File: config.mk
export PLATFORM = sky130hd
export DESIGN_NAME = bw_fifo
export DESIGN_NICKNAME = d
export VERILOG_FILES = /design/src/bw_pkg.sv /design/src/bw_fifo.sv
export SDC_FILE = /design/constraint.sdc
export NUM_CORES = 1
export LEC_CHECK = 0
export BUFFER_PORTS_ARGS = -buffer_cell sky130_fd_sc_hd__buf_2
export CORE_ASPECT_RATIO = 1.5
export CORE_MARGIN = 5
export CORE_UTILIZATION = 50
export CTS_CLUSTER_DIAMETER = 80
export DETAILED_ROUTE_END_ITERATION = 10
export HOLD_SLACK_MARGIN = 0.03
export PLACE_DENSITY = 0.74
export SYNTH_ARGS = -nofsm -noshare
export SYNTH_HDL_FRONTEND = slang
export SYNTH_SLANG_ARGS = --single-unit
File: constraint.sdc
create_clock -name clk -period 1.5 [get_ports clk]
set_clock_uncertainty 0.2 [all_clocks]
set_input_delay 0.3 -clock clk [delete_from_list [all_inputs] [get_ports clk]]
set_output_delay 0.3 -clock clk [all_outputs]
set_load 0.01 [all_outputs]
File: src/bw_pkg.sv
// ----------------------------------------------------------------------------
// Barycentric weights package
// Shared constants and the classification flags that travel with a request.
// ----------------------------------------------------------------------------
package bw_pkg;

    // Default parameter values
    localparam int COORD_BITS_DEF = 16;
    localparam int FRAC_BITS_DEF  = 16;

    // Fixed width of a result weight
    localparam int WEIGHT_BITS = 20;

    // Depth of the queue between front and back
    localparam int QUEUE_DEPTH = 4;

    // Per-request classification decided in the front part
    typedef struct packed {
        logic neg0;        // weight0 quotient is negative
        logic neg1;        // weight1 quotient is negative
        logic degenerate;  // determinant is zero
    } bw_flags_t;

endpackage

File: src/bw_fifo.sv
// ----------------------------------------------------------------------------
// Barycentric weights request queue
// Short queue that decouples the front part from the divider back part.
// ----------------------------------------------------------------------------
module bw_fifo
    import bw_pkg::*;
#(
    parameter int WIDTH = 8,
    parameter int DEPTH = QUEUE_DEPTH
)
(
    input  logic             clk,
    input  logic             rst_n,
    input  logic             push,
    input  logic [WIDTH-1:0] wdata,
    input  logic             pop,
    output logic [WIDTH-1:0] rdata,
    output logic             full,
    output logic             not_empty
);

    localparam int AW = (DEPTH > 1) ? $clog2(DEPTH) : 1;
    localparam int CW = $clog2(DEPTH + 1);

    logic [WIDTH-1:0] slot_reg [DEPTH];
    logic [AW-1:0]    wr_ptr_reg, wr_ptr_next;
    logic [AW-1:0]    rd_ptr_reg, rd_ptr_next;
    logic [CW-1:0]    count_reg, count_next;

    assign full      = (count_reg == CW'(DEPTH));
    assign not_empty = (count_reg != '0);
    assign rdata     = slot_reg[rd_ptr_reg];

    // Advance pointers with wrap and track fill level
    always_comb
    begin
        wr_ptr_next = wr_ptr_reg;
        rd_ptr_next = rd_ptr_reg;
        count_next  = count_reg;
        if (push)
        begin
            wr_ptr_next = (wr_ptr_reg == AW'(DEPTH - 1)) ? '0 : wr_ptr_reg + 1'b1;
        end
        if (pop)
        begin
            rd_ptr_next = (rd_ptr_reg == AW'(DEPTH - 1)) ? '0 : rd_ptr_reg + 1'b1;
        end
        if (push && !pop)
        begin
            count_next = count_reg + 1'b1;
        end
        else if (pop && !push)
        begin
            count_next = count_reg - 1'b1;
        end
    end

    always_ff @(posedge clk or negedge rst_n)
    begin
        if (!rst_n)
        begin
            wr_ptr_reg <= '0;
            rd_ptr_reg <= '0;
            count_reg  <= '0;
        end
        else
        begin
            wr_ptr_reg <= wr_ptr_next;
            rd_ptr_reg <= rd_ptr_next;
            count_reg  <= count_next;
        end
    end

    // Store an incoming request
    always_ff @(posedge clk)
    begin
        if (push)
        begin
            slot_reg[wr_ptr_reg] <= wdata;
        end
    end

    a_no_pop_empty: assert property (@(posedge clk) disable iff (!rst_n)
        !(pop && count_reg == '0))
        else $error("queue popped while empty");

    a_no_push_full: assert property (@(posedge clk) disable iff (!rst_n)
        !(push && count_reg == CW'(DEPTH)))
        else $error("queue pushed while full");

    a_count_range: assert property (@(posedge clk) disable iff (!rst_n)
        count_reg <= CW'(DEPTH))
        else $error("queue fill level out of range");

endmodule

# ---- After elaboration in Yosys (flattened, before gate mapping)
# Memory sizes are Yosys's and may differ from the RTL's.
# Cells that the tools add are included.
dict set report totals {
  ff_bits 7
  ram_bits 32
  out_inout_bits 10
  word_cells 23
  n_memories 1
}
dict set report op_classes {
  n_addsub 4
  eq_ne 3
  mux 6
  n_reduce_logical 6
}
# memory words word_bits read_ports rd_ports_with_merged_regs write_ports line
set mem_list {}
lappend mem_list {slot_reg 4 8 1 0 1 bw_fifo.sv:25} ;# logic [WIDTH-1:0] slot_reg [DEPTH];
# op count
set op_table {}
lappend op_table {{$mux 3} 2}
lappend op_table {{$add 2x1->2 const B} 2}
lappend op_table {{$eq 2x2->1 const B} 2}
lappend op_table {{$mux 2} 2}
lappend op_table {{$add 3x1->3 const B} 1}
lappend op_table {{$eq 3x3->1 const B} 1}
lappend op_table {{$reduce_bool 3->1} 1}
lappend op_table {{$sub 3x1->3 const B} 1}
lappend op_table {{$logic_and 1x1->1} 2}
lappend op_table {{$logic_not 1->1} 2}
lappend op_table {{$mux 1} 2}
lappend op_table {{$reduce_bool 2->1} 1}

# ---- Depth between registers and ports, before layout
dict set report logic_depth {
  ltp_word 4
  ltp_mapped 7
  mapped_depth_nobuf 7
}

# ---- Least setup slack after synthesis
# No wires, ideal clock.
dict set report synth_timing {
  path_type {input port to flip-flop}
  start {input pop}
  end {register count_reg[2]}
  t_arrival_ns 1.286
  required_time_ns 1.221
  slack_ns -0.065
  stages 7
  n_path_buf 0
  path_cell_list {inv_1 > ha_1 > inv_1 > fa_1 > xor2_1 > nor2_1 > xor2_1}
}
dict set report synth_between {
  elab_chain_cells 3
}
# element line
set synth_rtl {}
lappend synth_rtl {{from (decl)} bw_fifo.sv:16} ;# input logic pop,
lappend synth_rtl {{$logic_not 1->1} bw_fifo.sv:48} ;# if (push && !pop)
lappend synth_rtl {{$logic_and 1x1->1} bw_fifo.sv:48}
lappend synth_rtl {{$mux 3 / $reduce_bool 2->1 (equally long branches)} n/a}
lappend synth_rtl {{to (signal assigned)} bw_fifo.sv:70} ;# count_reg <= count_next;
lappend synth_rtl {{to (decl)} bw_fifo.sv:28} ;# logic [CW-1:0] count_reg, count_next;
# Parallel ways exist; a longest one is shown, timed or not.
# A chain may end at the register's enable or synchronous reset.

# ---- Final worst setup path
dict set report layout_timing {
  start {register rd_ptr_reg[0]}
  end {output rdata[4]}
}
dict set report layout_between {
  elab_chain_cells 1
}
# element line
set layout_rtl {}
lappend layout_rtl {{from (decl)} bw_fifo.sv:27} ;# logic [AW-1:0] rd_ptr_reg, rd_ptr_next;
lappend layout_rtl {{from (signal assigned)} bw_fifo.sv:69} ;# rd_ptr_reg <= rd_ptr_next;
lappend layout_rtl {{$mem_v2 4x8} n/a}
lappend layout_rtl {{to (decl)} bw_fifo.sv:17} ;# output logic [WIDTH-1:0] rdata,
# No other way between the ends.

==> flow_summary_export.csv <==
group,metric,value,unit
floorplanning,rows,25,
global_routing,grt_max_degree,12,
floorplanning,die_x,55.8,um
clock_tree,cts_buffers,5,
worst_setup_path,setup.worst_path.start_class,"flop",
worst_setup_path,path_max_fanout,8,
clock_tree,clock_latency,280,ps
sta,setup_viol,12,
logic_synthesis,ys_seq_elements,39,
logic_synthesis,synthDistinctLibCells,18,
worst_setup_path,cp_cell_sequence,"buf_12 -> mux4_2 -> buf_6",
route,drc,0,
route,drt_iter0_drc,13,
floorplanning,dieArea,0.00439,mm^2
global_routing,grt_pass1_vias,974,
logic_synthesis,syn_area,0.00157,mm^2
clock_tree,clkSinkCount,39,
sta,max_slew_margin,84.4,%
sta,rsz0062_at_grt,"true",
power,p_total,3830,uW
sta,worst_slack,-477,ps
worst_setup_path,crit_path_end_kind,"output pin",
global_routing,grt_pass1_wl,4.51,mm
sta,hold_viol_final,0,
global_routing,grtUsageTotal,14.4,%
logic_synthesis,yosysSeqAreaShare,72.3,%
route,vias,859,
sta,period_needed,1980,ps
place,place_area,0.00188,mm^2
floorplanning,start_util,50.7,%
clock_tree,cts_tree,"done",
place,io_buffers,21,
place,dp_slack,-275,ps
global_routing,busiest_layer,"met2",
place,dp_hpwl,1.94,mm
sta,drv_slew,0,
logic_synthesis,synth_fp_nets,98,
finish,area_growth,36.7,%
global_routing,grt_overflow_total,0,
logic_synthesis,synth_area_per_cell,19.9,um^2
worst_setup_path,crit_arrival,1480,ps
floorplanning,io_pins,22,
finish,n_fill_cell,204,
clock_tree,cts_buffer_depth,2,
global_routing,met1_usage,13.8,%
route,antenna_left,0,
logic_synthesis,synthTopCellsByArea,"edfxtp_1, mux4_2, dfrtp_1",
sta,worstMarginPinSlew,234,ps
logic_synthesis,synth.top_cell.area_share,61.1,%
floorplanning,chipHeight,78.7,um
power,vdd_drop_max,1.05,mV
run_status,violations,"negative setup slack",
clock_tree,clk_pin_slew,70,ps
finish,diodes,0,
clock_tree,cts_max_level,2,
worst_setup_path,slowest_delay,510,ps
sta,clock.fmax,506,MHz
finish,layout-drive-gt1-share,51.2,%
run_status,status,"finished with violations",
route,drt_pass1_iterations,4,
logic_synthesis,yosysTopAreaCell,"edfxtp_1",
power,p_leak,0.000828,uW
sta,min_period_over_period,132,%
global_routing,use_met2,26.5,%
place,routabilityCongestion,0.651,
finish,final_area,0.00215,mm^2
route,viasPerCell,5.08,
worst_setup_path,path_class,"reg2out",
min_path,hold_class,"in2reg",
logic_synthesis,syn_inst,79,
logic_synthesis,ys_warn_count,0,
route,wire_per_inst,15.9,um
clock_tree,cts_root_buf,"clkbuf_8",
run,drv_cap,0,
power,power_density,1780,mW/mm^2
route,finalWirelength,2.69,mm
global_routing,antenna_found_initial,0,
finish,nNetsFinal,147,
worst_setup_path,required,1000,ps
worst_setup_path,slowest_stage,"mux4_2",
floorplanning,core-area,0.00310,mm^2
finish,largest_reg_flops,32,
global_routing,grt_use_met3,3.95,%
## worst max-delay path, delay by kind of cell (launching register included)
family	cells	cell delay (ps)
flops	1	390
mux	1	510
buf+inv	2	290
## stage by stage
stage | hold slack [ps] | instances | setup TNS [ps] | util [%]
3_3_place_gp | -61.1 | 150 | -1730 | 60.8
5_1_grt | 39.2 | 169 | -5040 | 69.4
2_1_floorplan | -196 | 79 | -323 | -
3_5_place_dp | -53.9 | 150 | -2150 | 60.8
4_1_cts | 32.8 | 169 | -4390 | 68.5
6_report | 48.8 | 169 | -4220 | 69.4
## logic make-up (layout without fill, tap and decap cells)
kind of cell | Yosys count | after routing | share of synthesized area, %
xor gates and xnor gates | 3 | 3 | 1.67
muxes | 11 | 11 | 13.6
buffers and inverters | 7 | 57 | 2.23
AOI/OAI and AO/OA | 2 | 2 | 0.637
and+or+nand+nor | 10 | 10 | 3.50
adders and majority gates | 7 | 7 | 6.05
DFF | 39 | 39 | 72.3
## cells in the final DEF (no fill, tap or decap), drive strengths merged
master and instances:
buf 37, edfxtp 32, mux4 8, clkbuf 8, dlygate4sd3 7, dfrtp 7, ha 6, inv 5
and2 4, mux2 3, o21ai 2, nor2 2, xor2 2, or3 1, nor3b 1, xnor2 1
nand3 1, nand2 1, fa 1
## path summary, 6_finish.rpt
check	endpoint	slack (ps)	depth (start not counted)	start
min in group asynchronous	count_reg[1]	180	2	rst_n
max	rdata[4]	-480	3	rd_ptr_reg[0]
min	slot_reg[1][5]	50	1	wdata[5]
max in group asynchronous	rd_ptr_reg[1]	750	2	rst_n
max reg2reg	count_reg[2]	-100	5	count_reg[1]
min reg2reg	wr_ptr_reg[0]	430	2	wr_ptr_reg[0]
## cell type report
cell class	count	area (um^2)	area share [%]
inverters	5	31.3	1.46
flip-flops and latches	39	1140	52.9
well taps	40	50.0	2.33
clock buffers	8	100	4.66
repair buffers	44	385	17.9
multi-input cells	33	444	20.7
## report_power, final
| group | switching (uW) | internal, uW |
|---|---|---|
| Combinational | 583 | 922 |
| Clock | 313 | 419 |
| Sequential | 168 | 1430 |
| Total | 1070 | 2770 |
## per-layer routing
layer  routed length [um]  up-vias
li1                     -      399
met3                  111        6
met2                 1560       20
met5                    0        -
met1                  941      434
met4                   76        0
## synthesized netlist by cell type (all sizes together)
master,instances
dfrtp,7
inv,5
xor2,2
buf,2
xnor2,1
ha,6
fa,1
mux4,8
and2,4
or3,1
nand3,1
o21ai,2
nor2,2
nor3b,1
nand2,1
edfxtp,32
mux2,3
## what timing repair did
action | 4_1_cts | 5_1_grt
hold buffers | 7 | 0
pin swaps | 4 | 1
setup buffers | 5 | 0
endpoints found under the setup margin | 13 | 34
gates resized for setup | 7 | 8
hold endpoints to repair | 31 | 0
Power figures use the tool's default switching activity.
